==> src/sv/assert_macros.svh <==
// Assertion macros used by the RTL
`ifndef ASSERT_MACROS_SVH
`define ASSERT_MACROS_SVH

// check cons in the same cycle whenever ante holds
`define ASSERT_IMPLIES(label, clk, rst_n, ante, cons) \
	label: assert property (@(posedge clk) disable iff (!rst_n) (ante) |-> (cons)) \
		else $error("assertion failed: same-cycle implication");

// check cons in the cycle after ante holds
`define ASSERT_NEXT(label, clk, rst_n, ante, cons) \
	label: assert property (@(posedge clk) disable iff (!rst_n) (ante) |=> (cons)) \
		else $error("assertion failed: next-cycle implication");

`endif

==> src/sv/utf8v_pkg.sv <==
// Types, constants and byte classification for the UTF-8 stream validator
package utf8v_pkg;

	localparam logic KIND_DATA = 1'b0;
	localparam logic KIND_END  = 1'b1;

	localparam int MAX_RESULTS = 4;
	localparam int CARRY_DEPTH = 3;

	localparam logic [7:0] ASCII_MAX  = 8'h7F;
	localparam logic [7:0] LEAD2_MIN  = 8'hC2;
	localparam logic [7:0] LEAD2_MAX  = 8'hDF;
	localparam logic [7:0] LEAD3_MIN  = 8'hE0;
	localparam logic [7:0] LEAD3_MAX  = 8'hEF;
	localparam logic [7:0] LEAD4_MIN  = 8'hF0;
	localparam logic [7:0] LEAD4_MAX  = 8'hF4;
	localparam logic [7:0] CONT_MIN   = 8'h80;
	localparam logic [7:0] CONT_MAX   = 8'hBF;
	localparam logic [7:0] SECOND_A0  = 8'hA0;
	localparam logic [7:0] LEAD_SURR  = 8'hED;
	localparam logic [7:0] SECOND_90  = 8'h90;

	typedef enum logic [1:0] {
		ST_BYTE       = 2'd0,
		ST_INVALID    = 2'd1,
		ST_INCOMPLETE = 2'd2,
		ST_DONE       = 2'd3
	} stat_t;

	typedef struct packed {
		logic [7:0] out_byte;
		logic       char_end;
		stat_t      status;
	} result_t;

	function automatic logic [2:0] lead_width(input logic [7:0] b);
		logic [2:0] w;
		w = 3'd0;
		if (b <= ASCII_MAX) begin
			w = 3'd1;
		end else if (b inside {[LEAD2_MIN:LEAD2_MAX]}) begin
			w = 3'd2;
		end else if (b inside {[LEAD3_MIN:LEAD3_MAX]}) begin
			w = 3'd3;
		end else if (b inside {[LEAD4_MIN:LEAD4_MAX]}) begin
			w = 3'd4;
		end
		return w;
	endfunction

	function automatic logic is_cont(input logic [7:0] b);
		return (b >= CONT_MIN) && (b <= CONT_MAX);
	endfunction

	function automatic logic char_ok(input logic [7:0] c0, input logic [7:0] c1,
			input logic [7:0] c2, input logic [7:0] c3, input logic [2:0] w);
		logic ok;
		ok = is_cont(c1);
		if (w >= 3'd3 && !is_cont(c2)) ok = 1'b0;
		if (w >= 3'd4 && !is_cont(c3)) ok = 1'b0;
		if (c0 == LEAD3_MIN && c1 < SECOND_A0) ok = 1'b0;
		if (c0 == LEAD_SURR && c1 >= SECOND_A0) ok = 1'b0;
		if (c0 == LEAD4_MIN && c1 < SECOND_90) ok = 1'b0;
		if (c0 == LEAD4_MAX && c1 >= SECOND_90) ok = 1'b0;
		return ok;
	endfunction

endpackage

==> src/sv/utf8v_in_if.sv <==
// Input channel: one stream byte or end marker per beat
interface utf8v_in_if;
	logic       valid;
	logic       ready;
	logic       kind;
	logic [7:0] data_byte;

	modport source (output valid, output kind, output data_byte, input ready);
	modport sink (input valid, input kind, input data_byte, output ready);
endinterface

==> src/sv/utf8v_out_if.sv <==
// Output channel: one validated byte or status result per beat
interface utf8v_out_if;
	logic       valid;
	logic       ready;
	logic [7:0] out_byte;
	logic       char_end;
	logic [1:0] status;

	modport source (output valid, output out_byte, output char_end, output status, input ready);
	modport sink (input valid, input out_byte, input char_end, input status, output ready);
endinterface

==> src/sv/utf8_stream_validator_top.sv <==
// Top level of the UTF-8 stream validator: input register, carry logic, result buffer
// A beat is registered in the input stage; its results, if any, go to the result buffer once it is free.
// Input takes one beat per cycle while the result buffer is free; results leave one per cycle while
// the output is ready, from a four-entry buffer, so a complete multi-byte character holds input until its bytes drain.
// Reset clears the input valid flag, the carry count and width, and the result buffer;
// held character bytes and buffered payload are not reset.
`include "assert_macros.svh"

module utf8_stream_validator_top (
	input  logic        clk,
	input  logic        arst_n,
	utf8v_in_if.sink    byte_ch,
	utf8v_out_if.source result_ch
);
	import utf8v_pkg::*;

	logic        valid_s1;
	logic        kind_s1;
	logic [7:0]  byte_s1;

	logic [7:0]  carry_bytes_q [CARRY_DEPTH];
	logic [1:0]  carry_count_q;
	logic [2:0]  char_width_q;

	result_t     res_q [MAX_RESULTS];
	logic [2:0]  rem_q;
	logic [1:0]  idx_q;

	logic        buf_free;
	logic        advance;
	logic        out_take;

	logic [1:0]  cnt_d;
	logic [2:0]  w_d;
	logic        wr_en;
	logic [1:0]  wr_idx;
	result_t     new_res [MAX_RESULTS];
	logic [2:0]  new_num;

	logic [2:0]  lw;
	logic [7:0]  c1;
	logic [7:0]  c2;
	logic        new_char;

	assign out_take = result_ch.valid && result_ch.ready;
	assign buf_free = (rem_q == 3'd0) || ((rem_q == 3'd1) && result_ch.ready);
	assign advance  = valid_s1 && buf_free;
	assign byte_ch.ready = !valid_s1 || buf_free;

	assign result_ch.valid    = (rem_q != 3'd0);
	assign result_ch.out_byte = res_q[idx_q].out_byte;
	assign result_ch.char_end = res_q[idx_q].char_end;
	assign result_ch.status   = res_q[idx_q].status;

	assign lw = lead_width(byte_s1);
	assign c1 = (carry_count_q == 2'd1) ? byte_s1 : carry_bytes_q[1];
	assign c2 = (carry_count_q == 2'd2) ? byte_s1 : carry_bytes_q[2];
	assign new_char = (carry_count_q == 2'd0) || (char_width_q < 3'd2)
		|| (char_width_q > 3'd4) || ({1'b0, carry_count_q} >= char_width_q);

	always_comb begin
		cnt_d   = carry_count_q;
		w_d     = char_width_q;
		wr_en   = 1'b0;
		wr_idx  = carry_count_q;
		new_num = 3'd0;
		for (int i = 0; i < MAX_RESULTS; i++) begin
			new_res[i] = '{out_byte: 8'h00, char_end: 1'b1, status: ST_INVALID};
		end
		if (kind_s1 == KIND_END) begin
			cnt_d   = 2'd0;
			w_d     = 3'd0;
			new_num = 3'd1;
			new_res[0].status = (carry_count_q != 2'd0) ? ST_INCOMPLETE : ST_DONE;
		end else if (new_char) begin
			cnt_d = 2'd0;
			w_d   = 3'd0;
			if (lw == 3'd0) begin
				new_num = 3'd1;
			end else if (lw == 3'd1) begin
				new_num = 3'd1;
				new_res[0] = '{out_byte: byte_s1, char_end: 1'b1, status: ST_BYTE};
			end else begin
				wr_en  = 1'b1;
				wr_idx = 2'd0;
				cnt_d  = 2'd1;
				w_d    = lw;
			end
		end else if ({1'b0, carry_count_q} + 3'd1 < char_width_q) begin
			wr_en = 1'b1;
			cnt_d = carry_count_q + 2'd1;
		end else begin
			cnt_d   = 2'd0;
			w_d     = 3'd0;
			new_num = 3'd1;
			if (char_ok(carry_bytes_q[0], c1, c2, byte_s1, char_width_q)) begin
				new_num = char_width_q;
				new_res[0] = '{out_byte: carry_bytes_q[0], char_end: 1'b0, status: ST_BYTE};
				new_res[1] = '{out_byte: c1, char_end: (char_width_q == 3'd2),
					status: ST_BYTE};
				new_res[2] = '{out_byte: c2, char_end: (char_width_q == 3'd3),
					status: ST_BYTE};
				new_res[3] = '{out_byte: byte_s1, char_end: 1'b1, status: ST_BYTE};
			end
		end
	end

	always_ff @(posedge clk or negedge arst_n) begin
		if (!arst_n) begin
			valid_s1 <= 1'b0;
		end else if (byte_ch.ready) begin
			valid_s1 <= byte_ch.valid;
		end
	end

	always_ff @(posedge clk) begin
		if (byte_ch.valid && byte_ch.ready) begin
			kind_s1 <= byte_ch.kind;
			byte_s1 <= byte_ch.data_byte;
		end
	end

	always_ff @(posedge clk or negedge arst_n) begin
		if (!arst_n) begin
			carry_count_q <= 2'd0;
			char_width_q  <= 3'd0;
		end else if (advance) begin
			carry_count_q <= cnt_d;
			char_width_q  <= w_d;
		end
	end

	always_ff @(posedge clk) begin
		if (advance && wr_en) begin
			case (wr_idx)
				2'd0: carry_bytes_q[0] <= byte_s1;
				2'd1: carry_bytes_q[1] <= byte_s1;
				2'd2: carry_bytes_q[2] <= byte_s1;
				default: carry_bytes_q[2] <= carry_bytes_q[2];
			endcase
		end
	end

	always_ff @(posedge clk or negedge arst_n) begin
		if (!arst_n) begin
			rem_q <= 3'd0;
			idx_q <= 2'd0;
		end else if (advance && new_num != 3'd0) begin
			rem_q <= new_num;
			idx_q <= 2'd0;
		end else if (out_take) begin
			rem_q <= rem_q - 3'd1;
			idx_q <= idx_q + 2'd1;
		end
	end

	always_ff @(posedge clk) begin
		if (advance && new_num != 3'd0) begin
			for (int i = 0; i < MAX_RESULTS; i++) begin
				res_q[i] <= new_res[i];
			end
		end
	end

	`ASSERT_IMPLIES(a_carry_fits, clk, arst_n, carry_count_q != 2'd0, (char_width_q >= 3'd2) && (char_width_q <= 3'd4) && ({1'b0, carry_count_q} < char_width_q))
	`ASSERT_IMPLIES(a_buffer_bound, clk, arst_n, 1'b1, rem_q <= 3'd4)
	`ASSERT_IMPLIES(a_status_ends, clk, arst_n, result_ch.valid && (result_ch.status != ST_BYTE), result_ch.char_end && (result_ch.out_byte == 8'h00))
	`ASSERT_NEXT(a_held_item, clk, arst_n, valid_s1 && !buf_free, valid_s1 && $stable(byte_s1) && $stable(kind_s1))

endmodule

==> src/flat_wrapper.sv <==
// flat-port wrapper written by rule: the top's interface ports become plain ports
module utf8_stream_validator_top_flat import utf8v_pkg::*;
  (clk, arst_n, byte_ch_valid, byte_ch_kind, byte_ch_data_byte, byte_ch_ready, result_ch_valid, result_ch_out_byte, result_ch_char_end, result_ch_status, result_ch_ready);
  utf8v_in_if byte_ch_i ();
  utf8v_out_if result_ch_i ();
  input  logic clk;
  input  logic arst_n;
  input wire logic [$bits(byte_ch_i.valid)-1:0] byte_ch_valid;
  input wire logic [$bits(byte_ch_i.kind)-1:0] byte_ch_kind;
  input wire logic [$bits(byte_ch_i.data_byte)-1:0] byte_ch_data_byte;
  output wire logic [$bits(byte_ch_i.ready)-1:0] byte_ch_ready;
  output wire logic [$bits(result_ch_i.valid)-1:0] result_ch_valid;
  output wire logic [$bits(result_ch_i.out_byte)-1:0] result_ch_out_byte;
  output wire logic [$bits(result_ch_i.char_end)-1:0] result_ch_char_end;
  output wire logic [$bits(result_ch_i.status)-1:0] result_ch_status;
  input wire logic [$bits(result_ch_i.ready)-1:0] result_ch_ready;
  assign byte_ch_i.valid = byte_ch_valid;
  assign byte_ch_i.kind = byte_ch_kind;
  assign byte_ch_i.data_byte = byte_ch_data_byte;
  assign byte_ch_ready = byte_ch_i.ready;
  assign result_ch_valid = result_ch_i.valid;
  assign result_ch_out_byte = result_ch_i.out_byte;
  assign result_ch_char_end = result_ch_i.char_end;
  assign result_ch_status = result_ch_i.status;
  assign result_ch_i.ready = result_ch_ready;
  utf8_stream_validator_top u_core (.clk(clk), .arst_n(arst_n), .byte_ch(byte_ch_i), .result_ch(result_ch_i));
endmodule
==> config.mk <==
export PLATFORM = sky130hd
export DESIGN_NAME = utf8_stream_validator_top_flat
export DESIGN_NICKNAME = d
export VERILOG_FILES = /design/src/sv/utf8v_pkg.sv /design/src/sv/utf8v_in_if.sv /design/src/sv/utf8v_out_if.sv /design/src/sv/utf8_stream_validator_top.sv /design/src/flat_wrapper.sv
export VERILOG_INCLUDE_DIRS = /design/src /design/src/sv
export SDC_FILE = /design/constraint.sdc
export NUM_CORES = 1
export LEC_CHECK = 0
export BUFFER_PORTS_ARGS = -buffer_cell sky130_fd_sc_hd__buf_2
export CAP_MARGIN = 20
export CORE_MARGIN = 2
export CORE_UTILIZATION = 64
export DETAILED_ROUTE_END_ITERATION = 8
export GPL_TIMING_DRIVEN = 0
export PLACE_DENSITY = 0.94
export SLEW_MARGIN = 25
export SYNTH_ARGS = -nofsm -noshare
export SYNTH_HDL_FRONTEND = slang
export SYNTH_SLANG_ARGS = --single-unit
==> constraint.sdc <==
create_clock -name clk -period 7.8 [get_ports clk]
set_input_delay 1.56 -clock clk [delete_from_list [all_inputs] [get_ports clk]]
set_output_delay 1.56 -clock clk [all_outputs]
set_load 0.1 [all_outputs]
==> results.toml <==
[worst_setup_path]
critPathMaxStageDelay_ns = 0.49
required_ns = 6.24
crit_type = "input port to primary output"
path_delay_family = "buffers and inverters"
cpMostUsedCell = "buf_2"
endpoint_kind = "primary output"
cp_slowest_cell = "buf_2"
crit_buf_inv = 2
crit_arrival_ns = 2.53
crit_path_cell_trace = "buf_2, a21oi_1, o21ai_0, buf_2"
cp_max_fo = 4
ff2ff_setup_slack_ns = 4.31
startpoint_type = "input port"

[yosys]
synth_edf_count = 70
postSynthAreaPerCell_um2 = 13.8
postSynthCellCount = 276
async_flop_share_pct = 13.6
syn_area_um2 = 3800
ys_seq_area_share_pct = 62.5
yosys_warnings = 0
synthDistinctLibCells = 54
synth_nets = 301
ys_ff_latch = 81
synthFlopType = "edfxtp_1"
netlist.area_leader.share_pct = 55.3
post-synth-top-area-cell = "edfxtp_1"
yosys-top-cells-area = "edfxtp_1 55%, dfrtp_1 7.2%, mux4_2 4.7%, ha_1 3.9%, mux2i_1 3.4%"

[routing]
drc = 0
ant_nets = 0
drtIter0Drc = 331
vias_per_cell = 6.34
routed_wl_um = 7550
routed.top_layer = "met4"
wl_met2_um = 3810
dr_wl_met3_um = 624
met1_length_um = 2880
post_drt_wl_per_cell_um = 19.3
drt_pass1_iterations = 5
num_vias = 2484

[sta]
tightest_slew_ns = 0.967
hold_viol = 0
fmax_ghz = 0.245
drv_slew = 0
final.period_utilization_pct = 52.4
finalCriticalPeriod_ns = 4.09
setup_viol = 0
slew-limit-headroom_pct = 35.3
tns_ns = 0
finalClockSkew_ns = 0.00425
rsz0062_at_grt = "no"

[power]
switchingPower_uw = 778
power.density_cell_area_nw_per_um2 = 400
p_leak_uw = 0.00149
clkPwrFrac_pct = 15.1
peakVddDrop_uv = 407
pwr-share-comb_pct = 44.8
p_seq_share_pct = 40.1
power.total_uw = 1690
p_sw_share_pct = 46.1
p_int_uw = 910

[placement]
hpwl_um = 5420
gp_congestion = 0.911
numPortBuffers = 25

[clock_tree]
cts_sinks = 81
cts_tree = "built"
post_cts_buffers = 0
clockBufferDepth = 2
path_clk_slew_ns = 0.07
clkLatencyLatePin_ns = 0.35
holdBufCountCts = 0
h-tree-depth = 3
post_cts_resized = 0
cts_buffers = 9
cts_root_buf = "clkbuf_8"

[layout]
final_common_cell = "edfxtp_1"
num-fill-cells = 380
final_cell_mix = "70 x edfxtp_1, 33 x nor2_1, 30 x buf_2, 16 x nand2_1, 13 x mux2i_1"
drive_above_1_share_pct = 20.5
final_nets = 338
syn2layout_area_growth_pct = 11.0
antenna_cells = 0

[floorplanning]
ios = 26
core_area_um2 = 5820
chipHeight_um = 81.1
rows = 28
start_util_pct = 65.4
die_w_um = 81.1
die_area_um2 = 6570

[worst_hold_path]
hold_class = "register to register"

[run_status]
status = "completed"

[global_route]
grt_pass1_wl_um = 12200
grt_pass1_vias = 2418
grt_use_total_pct = 25.9
antenna_found_initial = 0
grt_max_degree = 25
globalRouteOverflowTotal = 0

[job]
cap_violations = 0
registers in the layout, indices dropped and copies added (netlist names):
signal                cells
u_core.valid_s1           1
u_core.byte_s1            8
u_core.res_q             37
u_core.rem_q              3
u_core.kind_s1            1
u_core.idx_q              2
u_core.char_width_q       3
u_core.carry_bytes_q     24
u_core.carry_count_q      2
through the flow:
step	hold WS, ns	util [%]	cells	worst slack, ns	area, µm²
5_1_grt	0.525	72.5	392	3.63	4220
4_1_cts	0.496	72.4	392	3.69	4210
3_3_place_gp	0.478	69.1	376	3.67	4020
2_1_floorplan	0.458	-	276	2.43	3800
6_report	0.499	72.5	392	3.71	4220
3_5_place_dp	0.478	69.7	377	3.69	4050
routing by layer:
layer / vias to the layer above / global-route usage [%]
li1: 1122 / -
met2: 142 / 43.1
met5: - / 0
met4: 0 / 11.5
met1: 1195 / 32.7
met3: 25 / 5.89
power groups by stage:
stage / Sequential, µW / Combinational [µW] / Clock (µW)
6_report: 677 / 757 / 255
3_3_place_gp: 677 / 713 / 0
3_5_place_dp: 687 / 754 / 0
2_1_floorplan: 658 / 622 / 0
4_1_cts: 677 / 760 / 258
5_1_grt: 689 / 804 / 273
cells in the mapped netlist, types with 2 or more instances:
cell type and number:
clkbuf_1 2, dfrtp_1 11, xor2_1 2, nand2b_1 6
o2bb2ai_1 3, nor2_1 33, o21ai_0 8, mux4_2 8
nand4b_1 2, inv_1 10, nand2_1 16, o22ai_1 2
nor3_1 4, buf_2 5, o41ai_1 2, o31ai_1 2
a2111o_1 2, or4_1 4, ha_1 12, a21oi_1 8
mux2i_1 13, nor2b_1 3, a22oi_1 7, and2_1 12
edfxtp_1 70
path summary, 6_finish.rpt:
check,from,endpoint,cells after the start
max in group asynchronous,arst_n,u_core.carry_count_q[0],1
worst min-delay path,u_core.byte_s1[4],u_core.carry_bytes_q[2][4],0
worst max register to register,u_core.carry_count_q[0],u_core.carry_bytes_q[0][0],8
min in group asynchronous,arst_n,u_core.rem_q[0],1
worst max-delay path,result_ch_ready,byte_ch_ready,4
worst min register to register,u_core.byte_s1[4],u_core.carry_bytes_q[2][4],0
layout make-up:
type | count | area (µm²) | area share, %
clock buffers | 9 | 124 | 2.94
plain buffers | 9 | 47.5 | 1.13
multi-input cells | 175 | 1350 | 31.9
well taps | 75 | 93.8 | 2.22
clock inverters | 6 | 36.3 | 0.860
inverters | 11 | 41.3 | 0.979
repair buffers | 26 | 153 | 3.62
flip-flops and latches | 81 | 2380 | 56.4
cell families (layout without fill, tap and decap cells):
| logic type | Yosys count | after routing | synth area share [%] |
|---|---|---|---|
| flops | 81 | 81 | 62.5 |
| buf+inv | 20 | 61 | 2.34 |
| compound gates | 44 | 44 | 8.59 |
| fa+ha+maj | 12 | 12 | 3.95 |
| other cells | 1 | 1 | 0.0987 |
| xor+xnor | 3 | 3 | 0.691 |
| mux | 23 | 23 | 9.05 |
| simple gates | 92 | 92 | 12.7 |
No activity file was read; power rests on OpenSTA's default activity.
